$ cat src/sv/ppmu_pkg.sv
// Shared types and constants for the particle pose motion update pipeline.
// Holds the per-particle payload type, CORDIC constants and register codes.
// No dependencies.
package ppmu_pkg;

  // Register codes, taken from paddr[3:2].
  localparam logic [1:0] REG_DISP_X       = 2'd0;
  localparam logic [1:0] REG_DISP_Y       = 2'd1;
  localparam logic [1:0] REG_DISP_HEADING = 2'd2;

  localparam int ADDR_W = 4;

  localparam logic [15:0] DISP_X_RESET       = 16'd3277;
  localparam logic [15:0] DISP_Y_RESET       = 16'd3277;
  localparam logic [13:0] DISP_HEADING_RESET = 14'd500;

  // Widths of the CORDIC vector (Q2.30 plus headroom) and residual angle.
  localparam int VEC_W = 33;
  localparam int ANG_W = 34;
  localparam int ATAN_LEN = 24;

  localparam logic signed [VEC_W-1:0] CORDIC_GAIN = 33'sd652032874;
  localparam logic signed [15:0] QUARTER_TURN = 16'sd16384;

  // Rounding offsets for the Q30 rotation result; the negative form folds
  // the two's complement negation into the same add.
  localparam logic [61:0] ROUND_POS = 62'd536870912;
  localparam logic [61:0] ROUND_NEG = 62'd536870913;
  localparam logic signed [43:0] ROUND_NOISE_XY = 44'sd2048;
  localparam logic signed [27:0] ROUND_NOISE_H  = 28'sd2048;

  typedef struct packed {
    logic signed [VEC_W-1:0] x;
    logic signed [VEC_W-1:0] y;
    logic signed [ANG_W-1:0] z;
  } vec_t;

  typedef struct packed {
    logic signed [31:0] pose_x;
    logic signed [31:0] pose_y;
    logic [15:0]        pose_heading;
    logic signed [31:0] step_forward;
    logic signed [31:0] step_lateral;
    logic [15:0]        step_turn;
    logic [31:0]        noise_x;
    logic [31:0]        noise_y;
    logic [15:0]        noise_heading;
    logic               batch_last;
    logic               neg;
  } item_t;

  // Arctangent of 2^-i in units of 2^-32 turn.
  function automatic logic [31:0] atan_turn(input int unsigned idx);
    logic [31:0] v;
    case (idx)
      0:  v = 32'd536870912;
      1:  v = 32'd316933406;
      2:  v = 32'd167458907;
      3:  v = 32'd85004756;
      4:  v = 32'd42667331;
      5:  v = 32'd21354465;
      6:  v = 32'd10679838;
      7:  v = 32'd5340245;
      8:  v = 32'd2670163;
      9:  v = 32'd1335087;
      10: v = 32'd667544;
      11: v = 32'd333772;
      12: v = 32'd166886;
      13: v = 32'd83443;
      14: v = 32'd41722;
      15: v = 32'd20861;
      16: v = 32'd10430;
      17: v = 32'd5215;
      18: v = 32'd2608;
      19: v = 32'd1304;
      20: v = 32'd652;
      21: v = 32'd326;
      22: v = 32'd163;
      23: v = 32'd81;
      default: v = 32'd0;
    endcase
    return v;
  endfunction

endpackage

$ cat src/sv/ppmu_cordic_cell.sv
// One rotation-mode CORDIC micro-rotation with its register stage.
// Carries the particle payload alongside; depends on ppmu_pkg.
module ppmu_cordic_cell #(
  parameter int SHIFT = 0
) (
  input  logic                  clk,
  input  logic                  rst,
  input  logic                  advance,
  input  logic                  valid_in,
  input  ppmu_pkg::vec_t        vec_in,
  input  ppmu_pkg::item_t       item_in,
  output logic                  valid_out,
  output ppmu_pkg::vec_t        vec_out,
  output ppmu_pkg::item_t       item_out
);

  logic signed [ppmu_pkg::ANG_W-1:0] step_angle;
  logic signed [ppmu_pkg::VEC_W-1:0] x_sh;
  logic signed [ppmu_pkg::VEC_W-1:0] y_sh;
  ppmu_pkg::vec_t                    vec_next;

  assign step_angle = $signed({2'b00, ppmu_pkg::atan_turn(SHIFT)});
  assign x_sh = vec_in.x >>> SHIFT;
  assign y_sh = vec_in.y >>> SHIFT;

  // A residual of zero counts as positive and turns counterclockwise.
  always_comb begin
    if (!vec_in.z[ppmu_pkg::ANG_W-1]) begin
      vec_next.x = vec_in.x - y_sh;
      vec_next.y = vec_in.y + x_sh;
      vec_next.z = vec_in.z - step_angle;
    end else begin
      vec_next.x = vec_in.x + y_sh;
      vec_next.y = vec_in.y - x_sh;
      vec_next.z = vec_in.z + step_angle;
    end
  end

  always_ff @(posedge clk) begin
    if (rst) begin
      valid_out <= 1'b0;
    end else if (advance) begin
      valid_out <= valid_in;
    end
  end

  always_ff @(posedge clk) begin
    if (advance) begin
      vec_out  <= vec_next;
      item_out <= item_in;
    end
  end

endmodule

$ cat config.mk
export PLATFORM = sky130hd
export DESIGN_NAME = ppmu_cordic_cell
export DESIGN_NICKNAME = d
export VERILOG_FILES = /design/src/sv/ppmu_pkg.sv /design/src/sv/ppmu_cordic_cell.sv
export SDC_FILE = /design/constraint.sdc
export NUM_CORES = 1
export LEC_CHECK = 0
export BUFFER_PORTS_ARGS = -buffer_cell sky130_fd_sc_hd__buf_2
export CAP_MARGIN = 0
export CORE_AREA = 2 2 269 271
export CTS_CLUSTER_SIZE = 14
export DETAILED_ROUTE_END_ITERATION = 8
export DIE_AREA = 0 0 271 273
export GPL_TIMING_DRIVEN = 0
export PLACE_DENSITY_LB_ADDON = 0.08
export SYNTH_ARGS = -nofsm -noshare
export SYNTH_HDL_FRONTEND = slang
export SYNTH_SLANG_ARGS = --single-unit
$ cat constraint.sdc
create_clock -name clk -period 3.6 [get_ports clk]
set_input_delay 0 -clock clk [delete_from_list [all_inputs] [get_ports clk]]
set_output_delay 0 -clock clk [all_outputs]
set_load 0.02 [all_outputs]
==> Word level (Yosys, flattened, before mapping) <==
Index checks and enable logic that the tools add are counted.
{ "classes": {"n_addsub": 5, "n_mux": 1} }
{ "op_table": {"columns": ["operator", "n"], "rows": [
  ["100-bit two-way mux", 1],
  ["33-bit subtractor", 2],
  ["34-bit by 31-bit adder with 34-bit output (second input constant)", 1],
  ["34-bit by 31-bit subtractor with 34-bit output (second input constant)", 1],
  ["33-bit adder", 1]
]} }
{ "word_totals": {"reg_bits": 343, "input_bits": 346, "out_inout_bits": 343, "wordCells": 21} }

==> Depth between registers and ports, before layout <==
Gate-level depths: netlist (run 1).
{ "logic_depth": {"word_depth": 2, "mapped_depth": 13} }

==> Worst setup path after synthesis (run 1) <==
OpenSTA, ideal clock, no wires.
{ "synth_timing": {"path_type": "input to register", "start": "in vec_in[46] (netlist bit)", "end": "reg vec_out[65] (netlist bit), data pin", "setup_time_ns": 0.262, "arrival_time_ns": 2.184, "t_required_ns": 3.338, "setup_slack_ns": 1.155, "stages": 13, "path_cell_list": "inv_1 ha_1 buf_6 o21a_1 o21ai_2 nor2b_1 nor4_2 a31oi_1 a221oi_2 o21ai_1 a2111oi_2 a211oi_1 xnor2_1"} }
{ "synth_lines": {"columns": ["element", "line", "text"], "rows": [
  ["start, declared", "ppmu_cordic_cell.sv:10", "input ppmu_pkg::vec_t vec_in,"],
  ["end signal, assigned", "ppmu_cordic_cell.sv:49", "vec_out <= vec_next;"],
  ["end, declared", "ppmu_cordic_cell.sv:13", "output ppmu_pkg::vec_t vec_out,"]
]} }

==> results of run 1 <==
## timing repair
item,4_1_cts,5_1_grt
buffers inserted,0,0
endpoints found under the hold margin,369,0
resized for setup,0,0
hold buffers,284,0
## sequential cells by signal, summed over array words and instances (netlist names)
| register | flops |
|---|---|
| item_out | 242 |
| valid_out | 1 |
| vec_out | 99 |
## synthesized netlist by cell type (4+ instances only)
library cell | instances | area share (%)
edfxtp_1 | 341 | 64
ha_1 | 99 | 7.8
inv_1 | 98 | 2.3
a21oi_1 | 92 | 2.9
nor2_1 | 91 | 2.1
o21ai_0 | 62 | 1.9
xnor2_1 | 59 | 3.2
nand2_1 | 44 | 1.0
a21o_1 | 21 | 0.99
clkbuf_1 | 17 | 0.40
mux2i_1 | 17 | 1.1
o21bai_1 | 17 | 0.80
nand3_1 | 14 | 0.44
a31oi_1 | 12 | 0.47
nor2b_1 | 11 | 0.43
nor3_1 | 11 | 0.34
o31ai_1 | 11 | 0.52
and3_1 | 9 | 0.35
nand4_1 | 9 | 0.35
buf_1 | 8 | 0.19
o211ai_1 | 8 | 0.38
and2_1 | 7 | 0.27
o21ai_1 | 7 | 0.22
a211oi_1 | 6 | 0.28
buf_2 | 6 | 0.19
buf_4 | 6 | 0.28
nand2b_1 | 6 | 0.24
xor2_1 | 6 | 0.33
a21boi_0 | 5 | 0.24
clkinv_1 | 5 | 0.12
or3_1 | 5 | 0.20
a21oi_2 | 4 | 0.22
a221oi_1 | 4 | 0.22
a221oi_2 | 4 | 0.38
fa_1 | 4 | 0.50
inv_2 | 4 | 0.094
or2_2 | 4 | 0.16
## cell families after synthesis
kind of cell	Yosys count	synth area share [%]
muxes	17	1.066
buffers and inverters	147	3.785
adders and majority gates	103	8.260
AOI/OAI and AO/OA	298	12.39
and+or+nand+nor	225	6.669
xor gates and xnor gates	65	3.566
DFF	342	64.26
## metal layers
metal	GRT usage (%)	share of wire, %
met2	32.90	49
met3	4.903	6.7
met5	0	0.16
met1	23.12	41
met4	6.659	3.3
## area by class of cell
| class | count | share of cell area, % |
|---|---|---|
| sequential | 342 | 41.16 |
| timing repair buffer | 974 | 25.57 |
| multi-input combinational | 708 | 20.46 |
| tap | 950 | 4.769 |
| clock buffer | 49 | 4.407 |
| inverter | 107 | 1.611 |
| clock inverter | 29 | 1.144 |
| buffer | 40 | 0.8132 |
| antenna | 6 | 0.06023 |
## worst reg2reg max path, cell delays in order (launching register included)
cell and delay [ns]:
dfxtp_1 0.31, mux2i_1 0.12, nor2_1 0.05, dlygate4sd3_1 0.55
## per-stage QoR
step | instances | instance area, um^2
floorplan | 1197 | 15970
global placement | 2834 | 20590
detailed placement | 2837 | 20680
CTS | 3199 | 24910
global route | 3201 | 24920
finish | 3205 | 24930
## report_power, final
group | total [W] | switching, W | internal [W]
logic | 0.00272 | 0.00172 | 0.000997
clock network | 0.00431 | 0.00176 | 0.00254
registers | 0.00495 | 0.000102 | 0.00485
## path summary, 6_finish.rpt
| path | depth (start not counted) | start | to |
|---|---|---|---|
| setup / recovery | 13 | vec_in[68] | vec_out[95] |
| hold / removal | 4 | vec_in[35] | vec_out[68] |
| hold reg to reg | 3 | valid_out | valid_out |
| setup reg to reg | 3 | valid_out | valid_out |
==> results_dict.tcl, run 1 <==
set metrics [dict create \
    post-place-ws_ns -0.2797 \
    slew_violations 0 \
    grt_overflow 0 \
    yosysUniqueCellTypes 83 \
    path_clk_slew_ns 0.05 \
    worstPathArrival_ns 3.71 \
    max-slew-margin-rel_pct 21.82 \
    wl_per_cell_um 23.20 \
    io_pins 689 \
    worstSetupEndpointType "register" \
    max-vdd-ir-drop_mv 0.3583 \
    crit_family "compound AO/OA/AOI/OAI gates" \
    viasPerCell 4.307 \
    grt_max_degree 93 \
    row_count 98 \
    syn-cell-area_um2 15970 \
    syn_nets 1646 \
    port_buffers 687 \
    status "completed" \
    die_x_um 271 \
    fmax_ghz 0.2939 \
    cp.buffers_inverters 2 \
    cp_slowest_cell "dlygate4sd3_1" \
    rsz0062_at_grt "false" \
    gp_congestion 0.8892 \
    drive_above_1_share_pct 35.39 \
    final_common_cell "buf_2" \
    period_minus_slack_ns 3.403 \
    cts_buffer_depth 3 \
    numCtsBuffers 42 \
    setup_tns_ns 0 \
    timing.hold.ws_ns 0.05259 \
    yosys_warnings 0 \
    cp-start-kind "input port" \
    drt-initial-drc-count 930 \
    finClkSkew_ns 0 \
    first_pass_iters 5 \
    routed_wl_mm 74.35 \
    synth-edff-count 341 \
    dpl.hpwl_mm 59.62 \
    insertion_delay_ns 0.56 \
    fin_nets 2664 \
    hp-class "input port to register" \
    grt_pass1_vias 14210 \
    syn_area_per_cell_um2 13.34 \
    grt_pass1_wl_mm 102.6 \
    antenna_found_initial 19 \
    setup_violations 0 \
    core_area_um2 71000 \
    grt_usage_pct 19.11 \
    worst-path-max-fanout 4 \
    path_class "input port to register" \
    regToRegSetupSlack_ns 2.47 \
    crit_chain "buf_2, dlygate4sd3_1, fa_1, nor2b_1, o211ai_1, a31oi_1, nor2_1, o21ai_2, nand3b_1, a221oi_2, o21ai_0, o21ai_1, xnor2_1" \
    seq_area_frac_synth_pct 64.26 \
    setup_ws_ns 0.1973 \
    ctsHtreeMaxLevel 2 \
    multi_input_area_um2 5101 \
    powerDensity_nw_per_um2 480.6 \
    synthFlopType "edfxtp_1" \
    async_reset_ff_share_pct 0 \
    max-cap-violations 0 \
    post-route-util_pct 35.11 \
    nFillCells 7201 \
    ys_ff_latch 342 \
    vias 13800 \
    ant_nets 0 \
    cts_tree "yes" \
    p_total_w 0.01198 \
    root_buffer "clkbuf_16" \
    slowest_delay_ns 0.63 \
    total_leakage_power_nw 10.70 \
    die_h_um 273 \
    hold_viol_final 0 \
    clkSinkCount 342 \
    synth_cells 1197 \
    start_util_pct 22.49 \
    period_share_pct 94.52 \
    tightest_slew_ns 1.158 \
    seq_area_um2 10260 \
    final_cell_mix "buf_2, edfxtp_1, dlygate4sd3_1" \
    drc 0 \
    syn_to_final_growth_pct 56.13 \
    cp.required_ns 3.91 \
    die_area_um2 73980 \
]
No activity file was read; power rests on OpenSTA's default activity.
==> run 2: changes to the inputs <==
--- a/config.mk
+++ b/config.mk
@@ -6,13 +6,15 @@
 export NUM_CORES = 1
 export LEC_CHECK = 0
 export BUFFER_PORTS_ARGS = -buffer_cell sky130_fd_sc_hd__buf_2
-export CAP_MARGIN = 0
+export CAP_MARGIN = 25
 export CORE_AREA = 2 2 269 271
+export CTS_BUF_LIST = sky130_fd_sc_hd__clkbuf_16
 export CTS_CLUSTER_SIZE = 14
 export DETAILED_ROUTE_END_ITERATION = 8
 export DIE_AREA = 0 0 271 273
 export GPL_TIMING_DRIVEN = 0
 export PLACE_DENSITY_LB_ADDON = 0.08
+export RECOVER_POWER = 100
 export SYNTH_ARGS = -nofsm -noshare
 export SYNTH_HDL_FRONTEND = slang
 export SYNTH_SLANG_ARGS = --single-unit
==> run 2 against run 1 <==
Compared with the run above: worst hold slack gained 0.0073 ns; sequential cell count unchanged; critical endpoint is now vec_out[99]; cell count hardly changed; global-route usage about the same; clock power down 4%.
==> results_dict.tcl, run 2 (synthesized netlist as in run 1, its figures left out) <==
set metrics [dict create \
    clkSinkCount 342 \
    status "completed" \
    crit_top_cell "inv_1" \
    final_common_cell "clkbuf_1" \
    die_h_um 273 \
    wl_per_cell_um 23.35 \
    setup_violations 0 \
    slew_violations 0 \
    grt_max_degree 93 \
    hold_viol_final 0 \
    syn_to_final_growth_pct 52.77 \
    cts_tree "yes" \
    crit_start "vec_in[67]" \
    tightest_slew_ns 1.405 \
    worstSetupEndpointType "register" \
    dpl_cell_area_um2 20710 \
    crit_family "compound AO/OA/AOI/OAI gates" \
    cp-start-kind "input port" \
    total_leakage_power_nw 9.728 \
    setup_tns_ns 0 \
    path_depth 14 \
    rsz0062_at_grt "false" \
    r2r_end "valid_out" \
    port_buffers 687 \
    worstPathArrival_ns 3.72 \
    cp_slowest_cell "o41ai_1" \
    drc 0 \
    top_regs "item_out (242), vec_out (99), valid_out (1)" \
    insertion_delay_ns 0.55 \
    cts_buffer_depth 3 \
    ctsHtreeMaxLevel 2 \
    first_pass_iters 5 \
    period_minus_slack_ns 3.423 \
    final_cell_mix "clkbuf_1, edfxtp_1, buf_2" \
    crit_chain "clkbuf_1, inv_1, ha_1, fa_1, inv_1, a21oi_1, o221ai_1, a221oi_2, o41ai_1, a31oi_1, o21ai_0, a2111oi_0, a211oi_1, xnor2_1" \
    worst-path-max-fanout 5 \
    vias 13780 \
    cts_setup_buffers 0 \
    start_util_pct 22.49 \
    fin_nets 2667 \
    max-slew-margin-rel_pct 6.332 \
    viasPerCell 4.296 \
    die_x_um 271 \
    grt_pass1_wl_mm 102.7 \
    regToRegSetupSlack_ns 2.46 \
    r2r_cells 3 \
    nFillCells 7361 \
    grt_overflow 0 \
    postLayoutCellArea_um2 24390 \
    max-cap-violations 0 \
    gp_congestion 0.8892 \
    row_count 98 \
    r2r_start "valid_out" \
    routed_wl_mm 74.89 \
    regMostFlops "item_out" \
    path_class "input port to register" \
    cp-endpoint "vec_out[99]" \
    drt-initial-drc-count 987 \
    path_clk_slew_ns 0.06 \
    root_buffer "clkbuf_16" \
    numCtsBuffers 42 \
    powerDensity_nw_per_um2 479.4 \
    dpl.hpwl_mm 59.84 \
    slowest_delay_ns 1.01 \
    cp.buffers_inverters 3 \
    io_pins 689 \
    antenna_found_initial 16 \
    grt_pass1_vias 14140 \
    finClkSkew_ns 0 \
    max-vdd-ir-drop_mv 0.2946 \
    drive_above_1_share_pct 19.07 \
    period_share_pct 95.09 \
    ant_nets 0 \
    largest_reg_flops 242 \
    fmax_ghz 0.2921 \
    core_area_um2 71000 \
    cp.required_ns 3.89 \
    hp-class "input port to register" \
    die_area_um2 73980 \
    grt_usage_pct 19.13 \
]
## run 2: worst min path at each step
stage | from | end | depth (start not counted)
floorplan | rst | valid_out | 1
global placement | rst | valid_out | 2
detailed placement | rst | valid_out | 2
CTS | vec_in[35] | vec_out[68] | 4
global route | vec_in[71] | vec_out[71] | 4
finish | vec_in[71] | vec_out[71] | 4
## run 2: layout make-up
| cell class | instances | area (um^2) | share of cell area, % |
|---|---|---|---|
| antenna | 7 | 17.52 | 0.07182 |
| buffer | 40 | 201.4 | 0.8259 |
| clock buffer | 43 | 1076 | 4.412 |
| clock inverter | 33 | 245.2 | 1.005 |
| inverter | 107 | 401.6 | 1.647 |
| multi-input combinational | 708 | 5067 | 20.78 |
| sequential | 342 | 10260 | 42.07 |
| tap | 950 | 1189 | 4.874 |
| timing repair buffer | 977 | 5932 | 24.32 |
## run 2: report_power, final
group	internal, W	total (W)	switching (W)
registers	0.00485	0.00496	0.000111
clock network	0.00238	0.00412	0.00174
logic	0.000885	0.00261	0.00172
## run 2: per-stage QoR
step / hold slack [ns] / util, % / total power [W] / std cells / setup slack (ns)
3_5_place_dp: 0.1667 / 29.18 / 0.007482 / 2839 / -0.3112
2_1_floorplan: 0.07238 / - / 0.006338 / 1197 / 1.155
5_1_grt: 0.04789 / 34.34 / 0.01219 / 3203 / 0.07445
3_3_place_gp: 0.1664 / 29.01 / 0.007530 / 2834 / -2.926
4_1_cts: 0.002472 / 35.06 / 0.01198 / 3200 / 0.3102
6_report: 0.05990 / 34.35 / 0.01169 / 3207 / 0.1769
## run 2: metal layers
metal	GRT usage, %	up-vias	part of all wire, %
li1	-	6453	-
met1	23.66	6702	42
met2	32.53	493	48
met3	4.666	118	6.1
met4	6.615	12	3.6
met5	0	-	0.10
## run 2: timing repair
item                                    in CTS  in global routing
hold endpoints to repair                   369                  0
endpoints found under the setup margin       0                  2
hold buffers                               285                  0
resized for setup                            0                  1
## run 2: worst min-delay path, cell delays in order
cell     delay [ns]
buf_2          0.11
ha_1           0.14
buf_6          0.14
xnor2_1        0.12
==> run 3: changes to the inputs <==
--- a/config.mk
+++ b/config.mk
@@ -14,7 +14,7 @@
 export DIE_AREA = 0 0 271 273
 export GPL_TIMING_DRIVEN = 0
 export PLACE_DENSITY_LB_ADDON = 0.08
-export RECOVER_POWER = 100
+export SLEW_MARGIN = 10
 export SYNTH_ARGS = -nofsm -noshare
 export SYNTH_HDL_FRONTEND = slang
 export SYNTH_SLANG_ARGS = --single-unit
==> run 3 against run 2 <==
Compared with the run above: core utilization grew 0.74 points; worst setup slack lost 0.0030 ns; sequential power is essentially flat; non-clock buffer count is the same; routed wire length shrank 0.17%; first-iteration DRC count shrank 1.3%; total power grew 0.95%; sequential cell count is the same; global-route usage is the same; clock skew is the same; die area is the same.
==> results_dict.tcl, run 3 (synthesized netlist as in run 1, its figures left out) <==
set metrics [dict create \
    status "completed" \
    largest_reg_flops 242 \
    total_leakage_power_nw 10.75 \
    final_common_cell "buf_2" \
    powerDensity_nw_per_um2 473.6 \
    first_pass_iters 6 \
    final_cells 3207 \
    ctsHtreeMaxLevel 2 \
    period_minus_slack_ns 3.426 \
    cp_slowest_cell "o41ai_1" \
    dp.cells 2839 \
    root_buffer "clkbuf_16" \
    clkSinkCount 342 \
    syn_to_final_growth_pct 56.07 \
    finClkSkew_ns 0 \
    vias 13760 \
    core_area_um2 71000 \
    drt-initial-drc-count 974 \
    top_regs "item_out (242), vec_out (99), valid_out (1)" \
    max-cap-violations 0 \
    grt_pass1_wl_mm 102.7 \
    dpl.hpwl_mm 59.84 \
    cts_buffer_depth 3 \
    period_share_pct 95.17 \
    max-slew-margin-rel_pct 16.88 \
    insertion_delay_ns 0.55 \
    cts_setup_buffers 0 \
    post-route-util_pct 35.10 \
    slowest_delay_ns 1.02 \
    hold_viol_final 0 \
    crit_family "compound AO/OA/AOI/OAI gates" \
    tightest_slew_ns 1.231 \
    worstPathArrival_ns 3.72 \
    regMostFlops "item_out" \
    cp.buffers_inverters 2 \
    final_cell_mix "buf_2, edfxtp_1, dlygate4sd3_1" \
    drc 0 \
    setup_ws_ns 0.1739 \
    path_depth 13 \
    die_x_um 271 \
    rsz0062_at_grt "false" \
    io_pins 689 \
    path_clk_slew_ns 0.06 \
    die_area_um2 73980 \
    ant_nets 0 \
    cp.required_ns 3.89 \
    worstSetupEndpointType "register" \
    slew_violations 0 \
    row_count 98 \
    viasPerCell 4.290 \
    post-place-ws_ns -0.3112 \
    drive_above_1_share_pct 35.42 \
    crit_chain "buf_2, ha_1, fa_1, inv_1, a21oi_1, o221ai_1, a221oi_2, o41ai_1, a31oi_1, o21ai_0, a2111oi_0, a211oi_1, xnor2_1" \
    max-vdd-ir-drop_mv 0.2976 \
    port_buffers 687 \
    worst-path-max-fanout 5 \
    wl_per_cell_um 23.31 \
    fmax_ghz 0.2919 \
    start_util_pct 22.49 \
    postLayoutCellArea_um2 24920 \
    dpl_cell_area_um2 20710 \
    routed_wl_mm 74.77 \
    grt_max_degree 93 \
    grt_pass1_vias 14140 \
    hp-class "input port to register" \
    min_path_cells 3 \
    gp_congestion 0.8892 \
    numCtsBuffers 42 \
    die_h_um 273 \
    r2r_cells 3 \
    cp-start-kind "input port" \
    grt_usage_pct 19.13 \
    setup_violations 0 \
    path_class "input port to register" \
    fin_nets 2667 \
    cts_tree "yes" \
    grt_overflow 0 \
    antenna_found_initial 16 \
]
-- run 3: through the flow --
step                      setup TNS, ns  power (W)  hold WS, ns
after detailed placement        -0.3112   0.007482       0.1667
after global placement          -971.44   0.007530       0.1664
final                                 0    0.01180      0.03563
after CTS                             0    0.01198     0.002472
after global routing                  0    0.01230      0.04207
after floorplan                       0   0.006338      0.07238
-- run 3: routing by layer --
layer,vias to the layer above,part of all wire [%],GRT usage (%)
met3,105,6.5,4.666
met1,6668,41,23.66
li1,6447,-,-
met2,525,49,32.53
met5,-,0.10,0
met4,12,3.3,6.615
-- run 3: worst paths after layout --
check / startpoint / endpoint / slack (ns)
max: vec_in[34] / vec_out[99] / 0.17
min: vec_in[35] / vec_out[68] / 0.04
max reg2reg: valid_out / valid_out / 2.46
min reg2reg: valid_out / valid_out / 1.05
-- run 3: final cells by class --
class	instances	area (um^2)
flip-flops and latches	342	10260
well taps	950	1189
multi-input cells	708	5112
clock inverters	33	245.2
fillers	7194	46080
clock buffers	43	1076
plain buffers	40	202.7
diodes	7	17.52
repair buffers	977	6414
inverters	107	401.6
-- run 3: repair_timing --
action	CTS	global route
resized for setup	0	1
endpoints found under the hold margin	369	0
hold buffers	285	0
setup endpoints to repair	0	2
-- run 3: report_power, final --
part	switching [W]	internal (W)	leakage, nW
Clock	0.00174	0.00238	0.691
Sequential	0.0000986	0.00485	3.35
Combinational	0.00173	0.00100	6.71
Total	0.00357	0.00823	10.7
-- run 3: worst reg2reg max path, cell delays in order, from the launching register on --
cell,delay [ns]
dfxtp_1,0.30
mux2i_1,0.12
nor2_1,0.06
dlygate4sd3_1,0.55
