File: src/sv/ppmu_pkg.sv
// Shared types and constants for the particle pose motion update pipeline.
// Holds the per-particle payload type, CORDIC constants and register codes.
// No dependencies.
package ppmu_pkg;

  // Register codes, taken from paddr[3:2].
  localparam logic [1:0] REG_DISP_X       = 2'd0;
  localparam logic [1:0] REG_DISP_Y       = 2'd1;
  localparam logic [1:0] REG_DISP_HEADING = 2'd2;

  localparam int ADDR_W = 4;

  localparam logic [15:0] DISP_X_RESET       = 16'd3277;
  localparam logic [15:0] DISP_Y_RESET       = 16'd3277;
  localparam logic [13:0] DISP_HEADING_RESET = 14'd500;

  // Widths of the CORDIC vector (Q2.30 plus headroom) and residual angle.
  localparam int VEC_W = 33;
  localparam int ANG_W = 34;
  localparam int ATAN_LEN = 24;

  localparam logic signed [VEC_W-1:0] CORDIC_GAIN = 33'sd652032874;
  localparam logic signed [15:0] QUARTER_TURN = 16'sd16384;

  // Rounding offsets for the Q30 rotation result; the negative form folds
  // the two's complement negation into the same add.
  localparam logic [61:0] ROUND_POS = 62'd536870912;
  localparam logic [61:0] ROUND_NEG = 62'd536870913;
  localparam logic signed [43:0] ROUND_NOISE_XY = 44'sd2048;
  localparam logic signed [27:0] ROUND_NOISE_H  = 28'sd2048;

  typedef struct packed {
    logic signed [VEC_W-1:0] x;
    logic signed [VEC_W-1:0] y;
    logic signed [ANG_W-1:0] z;
  } vec_t;

  typedef struct packed {
    logic signed [31:0] pose_x;
    logic signed [31:0] pose_y;
    logic [15:0]        pose_heading;
    logic signed [31:0] step_forward;
    logic signed [31:0] step_lateral;
    logic [15:0]        step_turn;
    logic [31:0]        noise_x;
    logic [31:0]        noise_y;
    logic [15:0]        noise_heading;
    logic               batch_last;
    logic               neg;
  } item_t;

  // Arctangent of 2^-i in units of 2^-32 turn.
  function automatic logic [31:0] atan_turn(input int unsigned idx);
    logic [31:0] v;
    case (idx)
      0:  v = 32'd536870912;
      1:  v = 32'd316933406;
      2:  v = 32'd167458907;
      3:  v = 32'd85004756;
      4:  v = 32'd42667331;
      5:  v = 32'd21354465;
      6:  v = 32'd10679838;
      7:  v = 32'd5340245;
      8:  v = 32'd2670163;
      9:  v = 32'd1335087;
      10: v = 32'd667544;
      11: v = 32'd333772;
      12: v = 32'd166886;
      13: v = 32'd83443;
      14: v = 32'd41722;
      15: v = 32'd20861;
      16: v = 32'd10430;
      17: v = 32'd5215;
      18: v = 32'd2608;
      19: v = 32'd1304;
      20: v = 32'd652;
      21: v = 32'd326;
      22: v = 32'd163;
      23: v = 32'd81;
      default: v = 32'd0;
    endcase
    return v;
  endfunction

endpackage

File: src/sv/ppmu_apb_regs.sv
// APB-style register file holding the three noise dispersion settings.
// Depends on ppmu_pkg for register codes and reset values.
module ppmu_apb_regs (
  input  logic                         clk,
  input  logic                         rst,
  input  logic                         psel,
  input  logic                         penable,
  input  logic                         pwrite,
  input  logic [ppmu_pkg::ADDR_W-1:0]  paddr,
  input  logic [31:0]                  pwdata,
  output logic [31:0]                  prdata,
  output logic                         pready,
  output logic [15:0]                  disp_x,
  output logic [15:0]                  disp_y,
  output logic [13:0]                  disp_heading
);

  logic [1:0] reg_idx;

  assign reg_idx = paddr[3:2];
  assign pready  = 1'b1;

  always_ff @(posedge clk) begin
    if (rst) begin
      disp_x       <= ppmu_pkg::DISP_X_RESET;
      disp_y       <= ppmu_pkg::DISP_Y_RESET;
      disp_heading <= ppmu_pkg::DISP_HEADING_RESET;
    end else if (psel && penable && pwrite) begin
      unique case (reg_idx)
        ppmu_pkg::REG_DISP_X:       disp_x       <= pwdata[15:0];
        ppmu_pkg::REG_DISP_Y:       disp_y       <= pwdata[15:0];
        ppmu_pkg::REG_DISP_HEADING: disp_heading <= pwdata[13:0];
        default: ;
      endcase
    end
  end

  always_comb begin
    unique case (reg_idx)
      ppmu_pkg::REG_DISP_X:       prdata = {16'd0, disp_x};
      ppmu_pkg::REG_DISP_Y:       prdata = {16'd0, disp_y};
      ppmu_pkg::REG_DISP_HEADING: prdata = {18'd0, disp_heading};
      default:                    prdata = 32'd0;
    endcase
  end

endmodule

File: config.mk
export PLATFORM = sky130hd
export DESIGN_NAME = ppmu_apb_regs
export DESIGN_NICKNAME = d
export VERILOG_FILES = /design/src/sv/ppmu_pkg.sv /design/src/sv/ppmu_apb_regs.sv
export SDC_FILE = /design/constraint.sdc
export NUM_CORES = 1
export LEC_CHECK = 0
export BUFFER_PORTS_ARGS = -buffer_cell sky130_fd_sc_hd__buf_4
export CAP_MARGIN = 20
export CORE_MARGIN = 2
export CORE_UTILIZATION = 30
export CTS_CLUSTER_DIAMETER = 100
export DETAILED_ROUTE_END_ITERATION = 12
export GPL_TIMING_DRIVEN = 0
export SLEW_MARGIN = 30
export SYNTH_ARGS = -nofsm -noshare
export SYNTH_HDL_FRONTEND = slang
export SYNTH_SLANG_ARGS = --single-unit
File: constraint.sdc
create_clock -name clk -period 1.1 [get_ports clk]
set_clock_uncertainty 0.1 [all_clocks]
set_input_delay 0.165 -clock clk [delete_from_list [all_inputs] [get_ports clk]]
set_output_delay 0.165 -clock clk [all_outputs]
set_load 0.01 [all_outputs]
### Word level (Yosys, flattened, before mapping)

Index checks and enable logic that the tools add are counted.
Widths: inputs -> output; s select.

| word-level totals | value |
|---|---|
| bits in registers | 46 |

| cells by class | value |
|---|---|
| eq/ne operators | 2 |
| muxes and demuxes | 1 |
| reduce and logical (&&, ||, !) cells | 6 |

Operators by type and width:

| cell | count |
|---|---|
| $pmux 16 s3 | 1 |
| $reduce_and 2->1 | 3 |
| $eq 2x1->1 const B | 1 |
| $eq 2x2->1 const B | 1 |
| $logic_and 1x1->1 | 2 |
| $logic_not 2->1 | 1 |

### Depth between registers and ports, before layout

Gate-level depths: netlist (run 1).

| depth | value |
|---|---|
| depth in word-level cells | 3 |
| mapped depth | 5 |
| gate-level depth less buffers | 3 |

### Worst setup path after synthesis (run 1)

OpenSTA, ideal clock, no wires.

| timing | value |
|---|---|
| path kind | input to output |
| start point | input port paddr[2] in the netlist's numbering |
| end point | output port prdata[4] |
| data arrival time | 0.918 ns |
| required time | 0.835 ns |
| slack | -0.083 ns |
| stages | 4 |
| path buffers | 2 |
| cells stage by stage | buf_4 -> buf_4 -> mux2i_1 -> o21ai_0 |

| between the ends | value |
|---|---|
| longest elaborated chain between the ends | 2 |

RTL lines:

| what | RTL line | text |
|---|---|---|
| start: declaration | ppmu_apb_regs.sv:9 | `input logic [ppmu_pkg::ADDR_W-1:0] paddr,` |
| $eq 2x2->1 (tied with other cells) | ppmu_apb_regs.sv:39 | `unique case (reg_idx)` |
| $pmux 16 s3 * | ppmu_apb_regs.sv:39 |  |
| end: declaration | ppmu_apb_regs.sv:11 | `output logic [31:0] prdata,` |

Mark *: on every way between the ends. The rest lies on a longest branch, timed or not.

### Worst setup path in the final report (run 1)

| timing | value |
|---|---|
| start point | register disp_y[10] |
| end point | output port prdata[10] |

| between the ends | value |
|---|---|
| longest elaborated chain between the ends | 1 |

RTL lines:

| what | RTL line | text |
|---|---|---|
| start: declaration | ppmu_apb_regs.sv:14 | `output logic [15:0] disp_y,` |
| start signal: assignment | ppmu_apb_regs.sv:26 | `disp_y <= ppmu_pkg::DISP_Y_RESET;` |
| start signal: assignment | ppmu_apb_regs.sv:31 | `ppmu_pkg::REG_DISP_Y: disp_y <= pwdata[15:0];` |
| $pmux 16 s3 | ppmu_apb_regs.sv:39 |  |

No other way between the ends.

==> impl_results.html, run 1 <==
<table>
<tr><th>Metric</th><th>Value</th></tr>
<tr><th colspan="2">Run status</th></tr>
<tr><td>Outcome</td><td>complete, but fails checks</td></tr>
<tr><td>Failing checks</td><td>negative setup slack</td></tr>
<tr><th colspan="2">Hold path</th></tr>
<tr><td>Type of the tightest min-delay check</td><td>primary input to flop</td></tr>
<tr><td>Hold Path Cell Cnt</td><td>3</td></tr>
<tr><th colspan="2">Pwr</th></tr>
<tr><td>Total power consumption of the routed design</td><td>around 3.5 mW</td></tr>
<tr><td>Cell leakage power</td><td>1.69 nW</td></tr>
<tr><td>Largest voltage drop on the vdd net</td><td>0.000489 V</td></tr>
<tr><td>Cell area power density</td><td>around 980 mW/mm^2</td></tr>
<tr><th colspan="2">Logic synthesis</th></tr>
<tr><td>Top area cells in the synthesized netlist</td><td>sky130_fd_sc_hd__dfxtp_1, sky130_fd_sc_hd__mux2i_1, sky130_fd_sc_hd__nand2b_1, sky130_fd_sc_hd__buf_4, sky130_fd_sc_hd__nor2_1</td></tr>
<tr><td>Ys Warns</td><td>0</td></tr>
<tr><td>Cell area after technology mapping</td><td>0.00232 mm^2</td></tr>
<tr><td>Most area-hungry cell type in the Yosys netlist</td><td>sky130_fd_sc_hd__dfxtp_1</td></tr>
<tr><td>Synthesized netlist cell count</td><td>251</td></tr>
<tr><td>Top cell type's share of synthesized area</td><td>39.6%</td></tr>
<tr><td>Flops &amp; latches, synth</td><td>46</td></tr>
<tr><td>Sequential-to-total area share from yosys stat</td><td>39.6%</td></tr>
<tr><td>Netlist cell types</td><td>18</td></tr>
<tr><td>Post-Synthesis Mean Instance Area</td><td>9.26 um^2</td></tr>
<tr><th colspan="2">GRT</th></tr>
<tr><td>Met2 global-route usage</td><td>25.7%</td></tr>
<tr><td>Largest net degree at the start of global routing</td><td>16</td></tr>
<tr><td>GR Layer Usage met3</td><td>around 3.6%</td></tr>
<tr><td>Initial antenna violation count</td><td>0</td></tr>
<tr><td>GRT met1 Usage</td><td>21.2%</td></tr>
<tr><td>Overall fraction of global-route tracks in use</td><td>approximately 16%</td></tr>
<tr><td>Top Usage Layer GRT</td><td>met2</td></tr>
<tr><td>Total overflow reported by the global router</td><td>0</td></tr>
<tr><td>Wire length of the first global-routing pass</td><td>around 10 mm</td></tr>
<tr><td>Vias in the first global route</td><td>roughly 1900</td></tr>
<tr><th colspan="2">Setup path</th></tr>
<tr><td>Register-to-register setup slack</td><td>0.20 ns</td></tr>
<tr><td>Cell depth of the worst flop-to-flop path</td><td>4</td></tr>
<tr><td>Critical path class</td><td>flop to primary output</td></tr>
<tr><td>Largest stage delay on the critical path</td><td>0.34 ns</td></tr>
<tr><td>Crit path from</td><td>disp_y[10]</td></tr>
<tr><td>Sequence of cells on the critical path</td><td>mux2i_2 -&gt; o21ai_1 -&gt; buf_4</td></tr>
<tr><td>Critical R2R Capture</td><td>disp_x[4]</td></tr>
<tr><td>Required arrival time at the worst endpoint</td><td>between 0.8 and 0.9 ns</td></tr>
<tr><td>Largest fanout of any net on the critical path</td><td>2</td></tr>
<tr><td>Arrival time worst endpoint</td><td>1.04 ns</td></tr>
<tr><td>Startpoint class of the critical path</td><td>flop</td></tr>
<tr><td>Library cell contributing the largest single delay on the critical path</td><td>sky130_fd_sc_hd__dfxtp_2</td></tr>
<tr><td>Critical Path Sink Type</td><td>primary output</td></tr>
<tr><td>Worst setup endpoint</td><td>prdata[10]</td></tr>
<tr><td>R2r startpoint</td><td>disp_x[4]</td></tr>
<tr><th colspan="2">STA</th></tr>
<tr><td>Final max-slew violation count</td><td>0</td></tr>
<tr><td>Worst slew margin</td><td>64.3%</td></tr>
<tr><td>Slew at the pin closest to its max-slew limit</td><td>0.536 ns</td></tr>
<tr><td>Peak Freq</td><td>0.764 GHz</td></tr>
<tr><td>Final critical-path setup slack</td><td>-0.209 ns</td></tr>
<tr><td>Time the final worst path needs with I/O delays and setup</td><td>1.31 ns</td></tr>
<tr><td>Setup repair after global routing missed its margin</td><td>true</td></tr>
<tr><td>Final number of setup-violating endpoints</td><td>31</td></tr>
<tr><td>Tcrit/Tclk final</td><td>119%</td></tr>
<tr><td>Final hold violation count</td><td>0</td></tr>
<tr><th colspan="2">Route</th></tr>
<tr><td>Wire length after detailed routing</td><td>7.03 mm</td></tr>
<tr><td>Vias per cell</td><td>roughly 4.4</td></tr>
<tr><td>Remaining DRCs</td><td>0</td></tr>
<tr><td>Antenna-violating nets left</td><td>0</td></tr>
<tr><td>Via count</td><td>2074</td></tr>
<tr><td>Number of DRC violations after detailed-routing iteration 0</td><td>45</td></tr>
<tr><td>Avg WL per Cell</td><td>approximately 15 um</td></tr>
<tr><td>Pre-antenna DRT Iters</td><td>4</td></tr>
<tr><th colspan="2">Floorplanning</th></tr>
<tr><td>Area of the placeable core</td><td>approximately 0.0076 mm^2</td></tr>
<tr><td>IO Count</td><td>120</td></tr>
<tr><td>Std cell rows</td><td>32</td></tr>
<tr><td>Horizontal die dimension</td><td>between 90 and 100 um</td></tr>
<tr><td>DIE AREA</td><td>between 0.008 and 0.009 mm^2</td></tr>
<tr><td>Height of the die</td><td>92.0 um</td></tr>
<tr><td>Effective utilization at floorplan</td><td>30.5%</td></tr>
<tr><th colspan="2">Layout</th></tr>
<tr><td>Core utilization of the finished layout</td><td>47.2%</td></tr>
<tr><td>Total Nets Final</td><td>413</td></tr>
<tr><td>Leading cell type in the layout, fill and taps excluded</td><td>sky130_fd_sc_hd__buf_4</td></tr>
<tr><td>Leading cell types in the layout, fill and taps excluded</td><td>sky130_fd_sc_hd__buf_4, sky130_fd_sc_hd__mux2i_1, sky130_fd_sc_hd__dfxtp_2, sky130_fd_sc_hd__nand2b_1, sky130_fd_sc_hd__nor2_1</td></tr>
<tr><td>Antenna diode instance count</td><td>0</td></tr>
<tr><td>Share of final-layout standard cells stronger than drive strength 1</td><td>49.1%</td></tr>
<tr><td>Non-filler instance count after layout</td><td>about 480</td></tr>
<tr><td>Area growth from synthesis to layout</td><td>54.5%</td></tr>
<tr><th colspan="2">Place</th></tr>
<tr><td>Final weighted congestion of routability-driven global placement</td><td>0.713</td></tr>
<tr><td>DP Cell Count</td><td>452</td></tr>
<tr><td>Quantity of I/O buffers inserted on ports</td><td>84</td></tr>
<tr><td>DP HPWL</td><td>4.78 mm</td></tr>
<tr><th colspan="2">Clock network</th></tr>
<tr><td>TritonCTS clock tree</td><td>done</td></tr>
<tr><td>Clk sink count</td><td>46</td></tr>
<tr><td>Clock-pin slew on the worst setup and hold paths</td><td>0.09 ns</td></tr>
<tr><td>Number of CTS-inserted buffers</td><td>5</td></tr>
<tr><td>Number of H-tree branching levels</td><td>2</td></tr>
<tr><td>Clock latency on the worst-skew pair</td><td>0.30 ns</td></tr>
<tr><td>Clk root buf</td><td>sky130_fd_sc_hd__clkbuf_8</td></tr>
<tr><td>Largest buffer count on any clock path</td><td>2</td></tr>
<tr><th colspan="2">Flow run</th></tr>
<tr><td>Max cap viols</td><td>0</td></tr>
</table>
## synth_stat cells (all sizes together)
cell type	count
buf	25
clkbuf	9
conb	2
dfxtp	46
mux2i	62
nand2	14
nand2b	39
nand3	1
nand4	1
nor2	32
nor2b	1
nor3	1
nor3b	2
o21ai	14
or3	1
or3b	1
## layer usage
layer | wire (um) | part of all wire (%) | up-vias
met5 | 0 | 0 | -
met4 | 40 | 0.57 | 0
met3 | 364 | 5.2 | 4
met2 | 3410 | 48 | 60
met1 | 3220 | 46 | 974
li1 | - | - | 1036
## worst min path at each step
stage	start	endpoint	slack (ns)
4_1_cts	pwdata[4]	disp_heading[4]	0.03
3_5_place_dp	pwdata[4]	disp_heading[4]	0.34
2_1_floorplan	pwdata[0]	disp_heading[0]	0.22
5_1_grt	pwdata[10]	disp_heading[10]	0.03
6_report	pwdata[10]	disp_heading[10]	0.03
3_3_place_gp	pwdata[4]	disp_heading[4]	0.34
## what timing repair did
action                                  CTS  global route
endpoints found under the setup margin   33            44
pin swaps                                 1             4
cloned                                    0             2
hold buffers                              0             0
buffers inserted                          6            10
resized for setup                        41            43
## per-stage QoR
step	setup WS, ns	TNS (ns)	hold slack [ns]	area, um^2
after floorplan	0.0109	0	0.220	2390
after global placement	-0.541	-20.94	0.337	3150
after detailed placement	-0.550	-21.21	0.342	3150
after CTS	-0.226	-3.35	0.0303	3420
after global routing	-0.265	-5.68	0.0333	3590
final	-0.209	-3.31	0.0299	3590
## state kept, by name, indices dropped and copies added (netlist names)
name,cells
disp_x,16
disp_heading,14
disp_y,16
## power breakdown
part           internal, mW  switching, mW  total [mW]
sequential             1.69         0.0174        1.71
combinational         0.297          0.276       0.573
clock                 0.670          0.586        1.26
## layout make-up
type	instances	area, um^2
buffer	32	260
clock buffer	5	68.8
clock inverter	3	40.0
fill	775	4020
multi-input combinational	186	1280
sequential	46	971
tap	102	128
timing repair buffer	101	840
## kinds of logic after synthesis
logic type	share of synthesized area, %
muxes	26.7
AOI/OAI and AO/OA	3.02
buffers and inverters	9.15
and+or+nand+nor	21.2
DFF	39.6
other	0.323
## worst max-delay path: cells and delay by family (launching register included)
family	cells	cell delay, ns
buffers and inverters	1	0.14
AO/OA/AOI/OAI	1	0.09
flip-flops	1	0.34
multiplexers	1	0.17
No activity file was read; power rests on OpenSTA's default activity.
==> run 2, diff against run 1 <==
--- a/config.mk
+++ b/config.mk
@@ -12,6 +12,7 @@
 export CTS_CLUSTER_DIAMETER = 100
 export DETAILED_ROUTE_END_ITERATION = 12
 export GPL_TIMING_DRIVEN = 0
+export RECOVER_POWER = 50
 export SLEW_MARGIN = 30
 export SYNTH_ARGS = -nofsm -noshare
 export SYNTH_HDL_FRONTEND = slang
==> run 2 against run 1 <==
Combinational power hardly changed; the flow still finishes with violations (negative setup slack); via count increased by 0.29%; sequential power barely moved; power is essentially flat; first-iteration DRC count is 4.4% higher; critical endpoint unchanged.
==> impl_results.html, run 2 (synthesis results as in run 1) <==
<table>
<tr><th>Metric</th><th>Value</th></tr>
<tr><th colspan="2">Run status</th></tr>
<tr><td>Outcome</td><td>complete, but fails checks</td></tr>
<tr><td>Failing checks</td><td>negative setup slack</td></tr>
<tr><th colspan="2">Clock network</th></tr>
<tr><td>TritonCTS clock tree</td><td>done</td></tr>
<tr><td>Largest buffer count on any clock path</td><td>2 (unchanged)</td></tr>
<tr><td>Clock-pin slew on the worst setup and hold paths</td><td>0.09 ns (about the same)</td></tr>
<tr><td>Number of H-tree branching levels</td><td>2 (unchanged)</td></tr>
<tr><td>Clock latency on the worst-skew pair</td><td>0.30 ns (about the same)</td></tr>
<tr><td>Post-CTS Hold Fix Bufs</td><td>0 (unchanged)</td></tr>
<tr><td>Clk root buf</td><td>sky130_fd_sc_hd__clkbuf_8</td></tr>
<tr><td>Clk sink count</td><td>46 (unchanged)</td></tr>
<tr><td>Number of CTS-inserted buffers</td><td>5 (unchanged)</td></tr>
<tr><th colspan="2">Floorplanning</th></tr>
<tr><td>DIE AREA</td><td>0.00846 mm^2 (unchanged)</td></tr>
<tr><td>Area of the placeable core</td><td>0.00761 mm^2 (unchanged)</td></tr>
<tr><td>IO Count</td><td>120 (unchanged)</td></tr>
<tr><td>Effective utilization at floorplan</td><td>30.5% (unchanged)</td></tr>
<tr><td>Std cell rows</td><td>32 (unchanged)</td></tr>
<tr><td>Height of the die</td><td>92.0 um (unchanged)</td></tr>
<tr><td>Horizontal die dimension</td><td>92.0 um (unchanged)</td></tr>
<tr><th colspan="2">Place</th></tr>
<tr><td>DP Cell Count</td><td>452 (unchanged)</td></tr>
<tr><td>DP HPWL</td><td>4.78 mm (unchanged)</td></tr>
<tr><td>Final weighted congestion of routability-driven global placement</td><td>0.713 (unchanged)</td></tr>
<tr><td>Quantity of I/O buffers inserted on ports</td><td>84 (unchanged)</td></tr>
<tr><th colspan="2">STA</th></tr>
<tr><td>Final hold violation count</td><td>0 (unchanged)</td></tr>
<tr><td>Final number of setup-violating endpoints</td><td>32 (+3.2%)</td></tr>
<tr><td>Tcrit/Tclk final</td><td>119% (about the same)</td></tr>
<tr><td>Peak Freq</td><td>0.763 GHz (about the same)</td></tr>
<tr><td>Setup repair after global routing missed its margin</td><td>true</td></tr>
<tr><td>Time the final worst path needs with I/O delays and setup</td><td>1.31 ns (+0.000573 ns)</td></tr>
<tr><td>Final max-slew violation count</td><td>0 (unchanged)</td></tr>
<tr><td>Setup total negative slack</td><td>-3.40 ns (-0.0832 ns)</td></tr>
<tr><td>Final critical-path setup slack</td><td>-0.210 ns (-0.000573 ns)</td></tr>
<tr><td>Worst slew margin</td><td>64.3% (about the same)</td></tr>
<tr><td>Slew at the pin closest to its max-slew limit</td><td>0.535 ns (-0.000330 ns)</td></tr>
<tr><th colspan="2">GRT</th></tr>
<tr><td>Wire length of the first global-routing pass</td><td>10.2 mm (unchanged)</td></tr>
<tr><td>Total overflow reported by the global router</td><td>0 (unchanged)</td></tr>
<tr><td>Vias in the first global route</td><td>1902 (unchanged)</td></tr>
<tr><td>Largest net degree at the start of global routing</td><td>16 (unchanged)</td></tr>
<tr><td>Initial antenna violation count</td><td>0 (unchanged)</td></tr>
<tr><td>Overall fraction of global-route tracks in use</td><td>15.6% (unchanged)</td></tr>
<tr><th colspan="2">Pwr</th></tr>
<tr><td>Switch Pwr</td><td>878 uW (-0.11%)</td></tr>
<tr><td>Share of power burned in registers</td><td>48.3% (about the same)</td></tr>
<tr><td>Fraction of power spent switching nets</td><td>24.9% (about the same)</td></tr>
<tr><td>Cell area power density</td><td>987 mW/mm^2 (+0.26%)</td></tr>
<tr><td>Internal portion of total power</td><td>2.65 mW (about the same)</td></tr>
<tr><td>Clk network pwr share</td><td>35.5% (about the same)</td></tr>
<tr><td>Cell leakage power</td><td>1.69 nW (about the same)</td></tr>
<tr><td>Part of the power in combinational logic</td><td>16.2% (about the same)</td></tr>
<tr><td>Largest voltage drop on the vdd net</td><td>0.000489 V (about the same)</td></tr>
<tr><td>Total power consumption of the routed design</td><td>3.53 mW (about the same)</td></tr>
<tr><th colspan="2">Layout</th></tr>
<tr><td>Antenna diode instance count</td><td>0 (unchanged)</td></tr>
<tr><td>Registers with the most flip-flops</td><td>disp_x: 16 flops, disp_y: 16 flops, disp_heading: 14 flops</td></tr>
<tr><td>Area growth from synthesis to layout</td><td>54.0%</td></tr>
<tr><td>Leading cell types in the layout, fill and taps excluded</td><td>sky130_fd_sc_hd__buf_4, sky130_fd_sc_hd__mux2i_1, sky130_fd_sc_hd__nand2b_1, sky130_fd_sc_hd__nor2_1, sky130_fd_sc_hd__dfxtp_2</td></tr>
<tr><td>Total Nets Final</td><td>413 (unchanged)</td></tr>
<tr><td>Leading cell type in the layout, fill and taps excluded</td><td>sky130_fd_sc_hd__buf_4</td></tr>
<tr><td>FILL cells</td><td>775 (unchanged)</td></tr>
<tr><td>Non-filler instance count after layout</td><td>475 (unchanged)</td></tr>
<tr><td>Share of final-layout standard cells stronger than drive strength 1</td><td>46.9% (-2.1 points)</td></tr>
<tr><th colspan="2">Setup path</th></tr>
<tr><td>Required arrival time at the worst endpoint</td><td>0.83 ns (about the same)</td></tr>
<tr><td>Critical path class</td><td>flop to primary output</td></tr>
<tr><td>Critical Path Sink Type</td><td>primary output</td></tr>
<tr><td>Largest stage delay on the critical path</td><td>0.34 ns (about the same)</td></tr>
<tr><td>Sequence of cells on the critical path</td><td>mux2i_2 -&gt; o21ai_1 -&gt; buf_4</td></tr>
<tr><td>Startpoint class of the critical path</td><td>flop</td></tr>
<tr><td>Library cell contributing the largest single delay on the critical path</td><td>sky130_fd_sc_hd__dfxtp_2</td></tr>
<tr><td>Largest fanout of any net on the critical path</td><td>2 (unchanged)</td></tr>
<tr><td>Arrival time worst endpoint</td><td>1.04 ns (about the same)</td></tr>
<tr><th colspan="2">Route</th></tr>
<tr><td>Avg WL per Cell</td><td>14.8 um (about the same)</td></tr>
<tr><td>Number of DRC violations after detailed-routing iteration 0</td><td>47 (+4.4%)</td></tr>
<tr><td>Pre-antenna DRT Iters</td><td>4 (unchanged)</td></tr>
<tr><td>Remaining DRCs</td><td>0 (unchanged)</td></tr>
<tr><td>Vias per cell</td><td>4.38 (+0.29%)</td></tr>
<tr><td>Antenna-violating nets left</td><td>0 (unchanged)</td></tr>
<tr><td>Wire length after detailed routing</td><td>7.04 mm (about the same)</td></tr>
<tr><td>Via count</td><td>2080 (+0.29%)</td></tr>
<tr><th colspan="2">Hold path</th></tr>
<tr><td>Type of the tightest min-delay check</td><td>primary input to flop</td></tr>
<tr><th colspan="2">Flow run</th></tr>
<tr><td>Max cap viols</td><td>0 (unchanged)</td></tr>
</table>
-- run 2: final timing paths --
path	startpoint	to	slack, ns	cells after the start
setup / recovery	disp_y[10]	prdata[10]	-0.21	3
hold / removal	pwdata[10]	disp_heading[10]	0.03	3
setup reg to reg	disp_x[4]	disp_x[4]	0.20	4
hold reg to reg	disp_x[5]	disp_x[5]	0.39	2
-- run 2: routing by layer --
metal / vias to the layer above / wire, um / track usage, %
met1: 984 / 3260 / 21.2
met2: 56 / 3400 / 25.7
met5: - / 0 / 0
li1: 1036 / - / -
met4: 0 / 40 / 2.61
met3: 4 / 335 / 3.62
-- run 2: per-stage QoR --
| stage | instance area, um^2 | hold slack, ns | setup WS (ns) | util (%) |
|---|---|---|---|---|
| floorplan | 2390 | 0.220 | 0.0109 | - |
| global placement | 3150 | 0.337 | -0.541 | 41.4 |
| detailed placement | 3150 | 0.342 | -0.550 | 41.4 |
| CTS | 3420 | 0.0303 | -0.226 | 44.9 |
| global route | 3580 | 0.0333 | -0.265 | 47.0 |
| finish | 3580 | 0.0299 | -0.210 | 47.0 |
-- run 2: timing repair --
| action | in CTS | in global routing |
|---|---|---|
| setup buffers | 6 | 10 |
| cloned | 0 | 2 |
| resized for setup | 41 | 43 |
| pin swaps | 1 | 4 |
| setup endpoints to repair | 33 | 44 |
-- run 2: layout make-up --
cell class | count | area (um^2) | share of cell area [%]
sequential | 46 | 961 | 26.9
timing repair buffer | 101 | 837 | 23.4
tap | 102 | 128 | 3.57
multi-input combinational | 186 | 1280 | 35.9
buffer | 32 | 260 | 7.28
clock inverter | 3 | 40.0 | 1.12
clock buffer | 5 | 68.8 | 1.92
-- run 2: critical path, delay by kind of cell, from the launching register on --
kind	cells	cell delay, ns
muxes	1	0.17
buffers and inverters	1	0.14
AOI/OAI and AO/OA	1	0.09
DFF	1	0.34
-- run 2: power by group through the flow --
stage,combinational (mW),sequential [mW],clock [mW]
after global placement,0.498,1.74,0
after detailed placement,0.502,1.74,0
after global routing,0.614,1.71,1.36
final,0.572,1.71,1.25
after CTS,0.539,1.70,1.29
after floorplan,0.275,1.75,0
==> run 3, diff against run 2 <==
--- a/config.mk
+++ b/config.mk
@@ -6,12 +6,13 @@
 export NUM_CORES = 1
 export LEC_CHECK = 0
 export BUFFER_PORTS_ARGS = -buffer_cell sky130_fd_sc_hd__buf_4
-export CAP_MARGIN = 20
+export CAP_MARGIN = 5
 export CORE_MARGIN = 2
 export CORE_UTILIZATION = 30
 export CTS_CLUSTER_DIAMETER = 100
 export DETAILED_ROUTE_END_ITERATION = 12
 export GPL_TIMING_DRIVEN = 0
+export PLACE_DENSITY = 0.69
 export RECOVER_POWER = 50
 export SLEW_MARGIN = 30
 export SYNTH_ARGS = -nofsm -noshare
==> run 3 against run 2 <==
The flow still finishes with violations (negative setup slack); core utilization is 4.5 points higher; combinational power rose by 5.8%; setup slack better by 0.0049 ns; count of clock-buffer cells in the layout is 1 higher; wire length rose by 4.8%; sequential share of layout area shrank 2.0 points; global-route usage rose by 1.2 points; worst hold slack improved by 0.014 ns.
==> impl_results.html, run 3 (synthesis results as in run 1) <==
<table>
<tr><th>Metric</th><th>Value</th></tr>
<tr><th colspan="2">GRT</th></tr>
<tr><td>Vias in the first global route</td><td>2186 (+15%)</td></tr>
<tr><td>Initial antenna violation count</td><td>0 (unchanged)</td></tr>
<tr><td>Total overflow reported by the global router</td><td>0 (unchanged)</td></tr>
<tr><td>Largest net degree at the start of global routing</td><td>16 (unchanged)</td></tr>
<tr><td>Wire length of the first global-routing pass</td><td>11.1 mm (+8.5%)</td></tr>
<tr><td>Overall fraction of global-route tracks in use</td><td>16.8% (+1.2 points)</td></tr>
<tr><th colspan="2">Pwr</th></tr>
<tr><td>Fraction of power spent switching nets</td><td>25.7% (+0.78 points)</td></tr>
<tr><td>Internal portion of total power</td><td>2.52 mW (-5.1%)</td></tr>
<tr><td>Part of the power in combinational logic</td><td>17.9% (+1.7 points)</td></tr>
<tr><td>Switch Pwr</td><td>868 uW (-1.1%)</td></tr>
<tr><td>Largest voltage drop on the vdd net</td><td>0.000523 V (+6.8%)</td></tr>
<tr><td>Total power consumption of the routed design</td><td>3.39 mW (-4.1%)</td></tr>
<tr><td>Cell area power density</td><td>864 mW/mm^2 (-13%)</td></tr>
<tr><td>Clk network pwr share</td><td>31.8% (-3.7 points)</td></tr>
<tr><td>Cell leakage power</td><td>1.87 nW (+10%)</td></tr>
<tr><td>Share of power burned in registers</td><td>50.4% (+2.1 points)</td></tr>
<tr><th colspan="2">Hold path</th></tr>
<tr><td>Type of the tightest min-delay check</td><td>primary input to flop</td></tr>
<tr><td>Startpoint of the tightest hold check path</td><td>pwdata[10]</td></tr>
<tr><th colspan="2">Floorplanning</th></tr>
<tr><td>Area of the placeable core</td><td>0.00761 mm^2 (unchanged)</td></tr>
<tr><td>DIE AREA</td><td>0.00846 mm^2 (unchanged)</td></tr>
<tr><td>Height of the die</td><td>92.0 um (unchanged)</td></tr>
<tr><td>Std cell rows</td><td>32 (unchanged)</td></tr>
<tr><td>Horizontal die dimension</td><td>92.0 um (unchanged)</td></tr>
<tr><td>Effective utilization at floorplan</td><td>30.5% (unchanged)</td></tr>
<tr><td>IO Count</td><td>120 (unchanged)</td></tr>
<tr><th colspan="2">Flow run</th></tr>
<tr><td>Max cap viols</td><td>0 (unchanged)</td></tr>
<tr><th colspan="2">Layout</th></tr>
<tr><td>Core utilization of the finished layout</td><td>51.5% (+4.5 points)</td></tr>
<tr><td>Registers with the most flip-flops</td><td>disp_x: 16 flops, disp_y: 16 flops, disp_heading: 14 flops</td></tr>
<tr><td>Leading cell type in the layout, fill and taps excluded</td><td>sky130_fd_sc_hd__buf_4</td></tr>
<tr><td>Leading cell types in the layout, fill and taps excluded</td><td>sky130_fd_sc_hd__buf_4, sky130_fd_sc_hd__mux2i_1, sky130_fd_sc_hd__buf_6, sky130_fd_sc_hd__dfxtp_2, sky130_fd_sc_hd__nand2b_1</td></tr>
<tr><td>Total Nets Final</td><td>441 (+6.8%)</td></tr>
<tr><td>Share of final-layout standard cells stronger than drive strength 1</td><td>53.1% (+6.2 points)</td></tr>
<tr><td>Antenna diode instance count</td><td>0 (unchanged)</td></tr>
<tr><td>Area growth from synthesis to layout</td><td>68.7%</td></tr>
<tr><th colspan="2">Setup path</th></tr>
<tr><td>Critical path class</td><td>flop to primary output</td></tr>
<tr><td>Top cell family by delay on the critical path</td><td>flip-flops</td></tr>
<tr><td>Buffers &amp; Inverters on Critical Path</td><td>1 (unchanged)</td></tr>
<tr><td>Startpoint class of the critical path</td><td>flop</td></tr>
<tr><td>R2r startpoint</td><td>disp_x[6]</td></tr>
<tr><td>Critical Path Sink Type</td><td>primary output</td></tr>
<tr><td>Library cell contributing the largest single delay on the critical path</td><td>sky130_fd_sc_hd__dfxtp_2</td></tr>
<tr><td>Required arrival time at the worst endpoint</td><td>0.83 ns (about the same)</td></tr>
<tr><td>Crit path from</td><td>disp_y[11]</td></tr>
<tr><td>Sequence of cells on the critical path</td><td>mux2i_1 -&gt; o21ai_1 -&gt; buf_4</td></tr>
<tr><td>Largest stage delay on the critical path</td><td>0.33 ns (about the same)</td></tr>
<tr><td>Largest fanout of any net on the critical path</td><td>2 (unchanged)</td></tr>
<tr><td>Arrival time worst endpoint</td><td>1.04 ns (about the same)</td></tr>
<tr><th colspan="2">Clock network</th></tr>
<tr><td>Clock latency on the worst-skew pair</td><td>0.30 ns (about the same)</td></tr>
<tr><td>Number of CTS-inserted buffers</td><td>5 (unchanged)</td></tr>
<tr><td>Clk sink count</td><td>46 (unchanged)</td></tr>
<tr><td>Clk root buf</td><td>sky130_fd_sc_hd__clkbuf_8</td></tr>
<tr><td>Clock-pin slew on the worst setup and hold paths</td><td>0.09 ns (about the same)</td></tr>
<tr><td>TritonCTS clock tree</td><td>done</td></tr>
<tr><td>Number of H-tree branching levels</td><td>2 (unchanged)</td></tr>
<tr><td>Largest buffer count on any clock path</td><td>2 (unchanged)</td></tr>
<tr><th colspan="2">Route</th></tr>
<tr><td>Via count</td><td>2179 (+4.8%)</td></tr>
<tr><td>Number of DRC violations after detailed-routing iteration 0</td><td>73 (+55%)</td></tr>
<tr><td>Pre-antenna DRT Iters</td><td>4 (unchanged)</td></tr>
<tr><td>Antenna-violating nets left</td><td>0 (unchanged)</td></tr>
<tr><td>Vias per cell</td><td>4.33 (-1.1%)</td></tr>
<tr><td>Remaining DRCs</td><td>0 (unchanged)</td></tr>
<tr><td>Wire length after detailed routing</td><td>7.37 mm (+4.8%)</td></tr>
<tr><td>Avg WL per Cell</td><td>14.7 um (-1.0%)</td></tr>
<tr><th colspan="2">STA</th></tr>
<tr><td>Time the final worst path needs with I/O delays and setup</td><td>1.30 ns (-0.00488 ns)</td></tr>
<tr><td>Final critical-path setup slack</td><td>-0.205 ns (+0.00488 ns)</td></tr>
<tr><td>Setup repair after global routing missed its margin</td><td>true</td></tr>
<tr><td>Hold WS</td><td>0.0441 ns (+0.0142 ns)</td></tr>
<tr><td>Final max-slew violation count</td><td>0 (unchanged)</td></tr>
<tr><td>Setup total negative slack</td><td>-2.90 ns (+0.494 ns)</td></tr>
<tr><td>Final number of setup-violating endpoints</td><td>47 (+47%)</td></tr>
<tr><td>Tcrit/Tclk final</td><td>119% (-0.44 points)</td></tr>
<tr><td>Worst slew margin</td><td>66.0% (+1.7 points)</td></tr>
<tr><td>Peak Freq</td><td>0.766 GHz (+0.37%)</td></tr>
<tr><td>Final hold violation count</td><td>0 (unchanged)</td></tr>
<tr><td>Slew at the pin closest to its max-slew limit</td><td>0.510 ns (-0.0252 ns)</td></tr>
<tr><th colspan="2">Place</th></tr>
<tr><td>Final weighted congestion of routability-driven global placement</td><td>0.761 (+6.8%)</td></tr>
<tr><td>Quantity of I/O buffers inserted on ports</td><td>84 (unchanged)</td></tr>
<tr><td>DP HPWL</td><td>4.87 mm (+1.9%)</td></tr>
<tr><th colspan="2">Run status</th></tr>
<tr><td>Outcome</td><td>complete, but fails checks</td></tr>
<tr><td>Failing checks</td><td>negative setup slack</td></tr>
</table>
## run 3: cell types whose count changed in the layout (fill, tap and decap cells not counted), moves of 11 or more
cell | before | now
sky130_fd_sc_hd__buf_4 | 100 | 88
sky130_fd_sc_hd__buf_6 | 18 | 54
sky130_fd_sc_hd__dfxtp_1 | 14 | 3
sky130_fd_sc_hd__dfxtp_2 | 32 | 43
## run 3: path summary, 6_finish.rpt
check	endpoint	slack [ns]	cells after the start
min reg2reg	disp_y[8]	0.39	2
max reg2reg	disp_x[6]	0.14	4
max	prdata[11]	-0.20	3
min	disp_heading[10]	0.04	3
## run 3: layer usage
metal	track usage (%)	up-vias	share of wire, %
met4	4.10	0	0.69
met1	19.8	1022	42
met3	3.70	4	5.0
li1	-	1092	-
met2	30.7	61	53
met5	0	-	0
## run 3: power groups by stage
stage | Sequential [mW] | Combinational, mW | Clock (mW)
after CTS | 1.70 | 0.593 | 1.10
after global placement | 1.74 | 0.492 | 0
after detailed placement | 1.74 | 0.498 | 0
after floorplan | 1.75 | 0.275 | 0
final | 1.71 | 0.605 | 1.08
after global routing | 1.71 | 0.647 | 1.17
## run 3: what timing repair did
action	in CTS	in global routing
hold buffers	0	0
setup endpoints to repair	34	58
resized for setup	104	30
cloned	2	0
pin swaps	6	9
setup buffers	28	23
## run 3: through the flow
| step | cells | setup WS [ns] | instance area [um^2] |
|---|---|---|---|
| floorplan | 266 | 0.0109 | 2390 |
| global placement | 452 | -0.526 | 3150 |
| detailed placement | 452 | -0.534 | 3150 |
| CTS | 489 | -0.224 | 3780 |
| global route | 503 | -0.249 | 3920 |
| finish | 503 | -0.205 | 3920 |
## run 3: worst register-to-register path: stages (launching register included)
cell and delay (ns):
sky130_fd_sc_hd__dfxtp_2 0.33, sky130_fd_sc_hd__buf_6 0.11, sky130_fd_sc_hd__buf_4 0.12, sky130_fd_sc_hd__nor2_1 0.10
sky130_fd_sc_hd__mux2i_1 0.08
## run 3: area by class of cell
class	count	area, um^2
flip-flops and latches	46	975
clock inverters	2	12.5
clock buffers	6	82.6
repair buffers	128	1190
well taps	102	128
multi-input cells	186	1270
fillers	737	3690
plain buffers	33	269
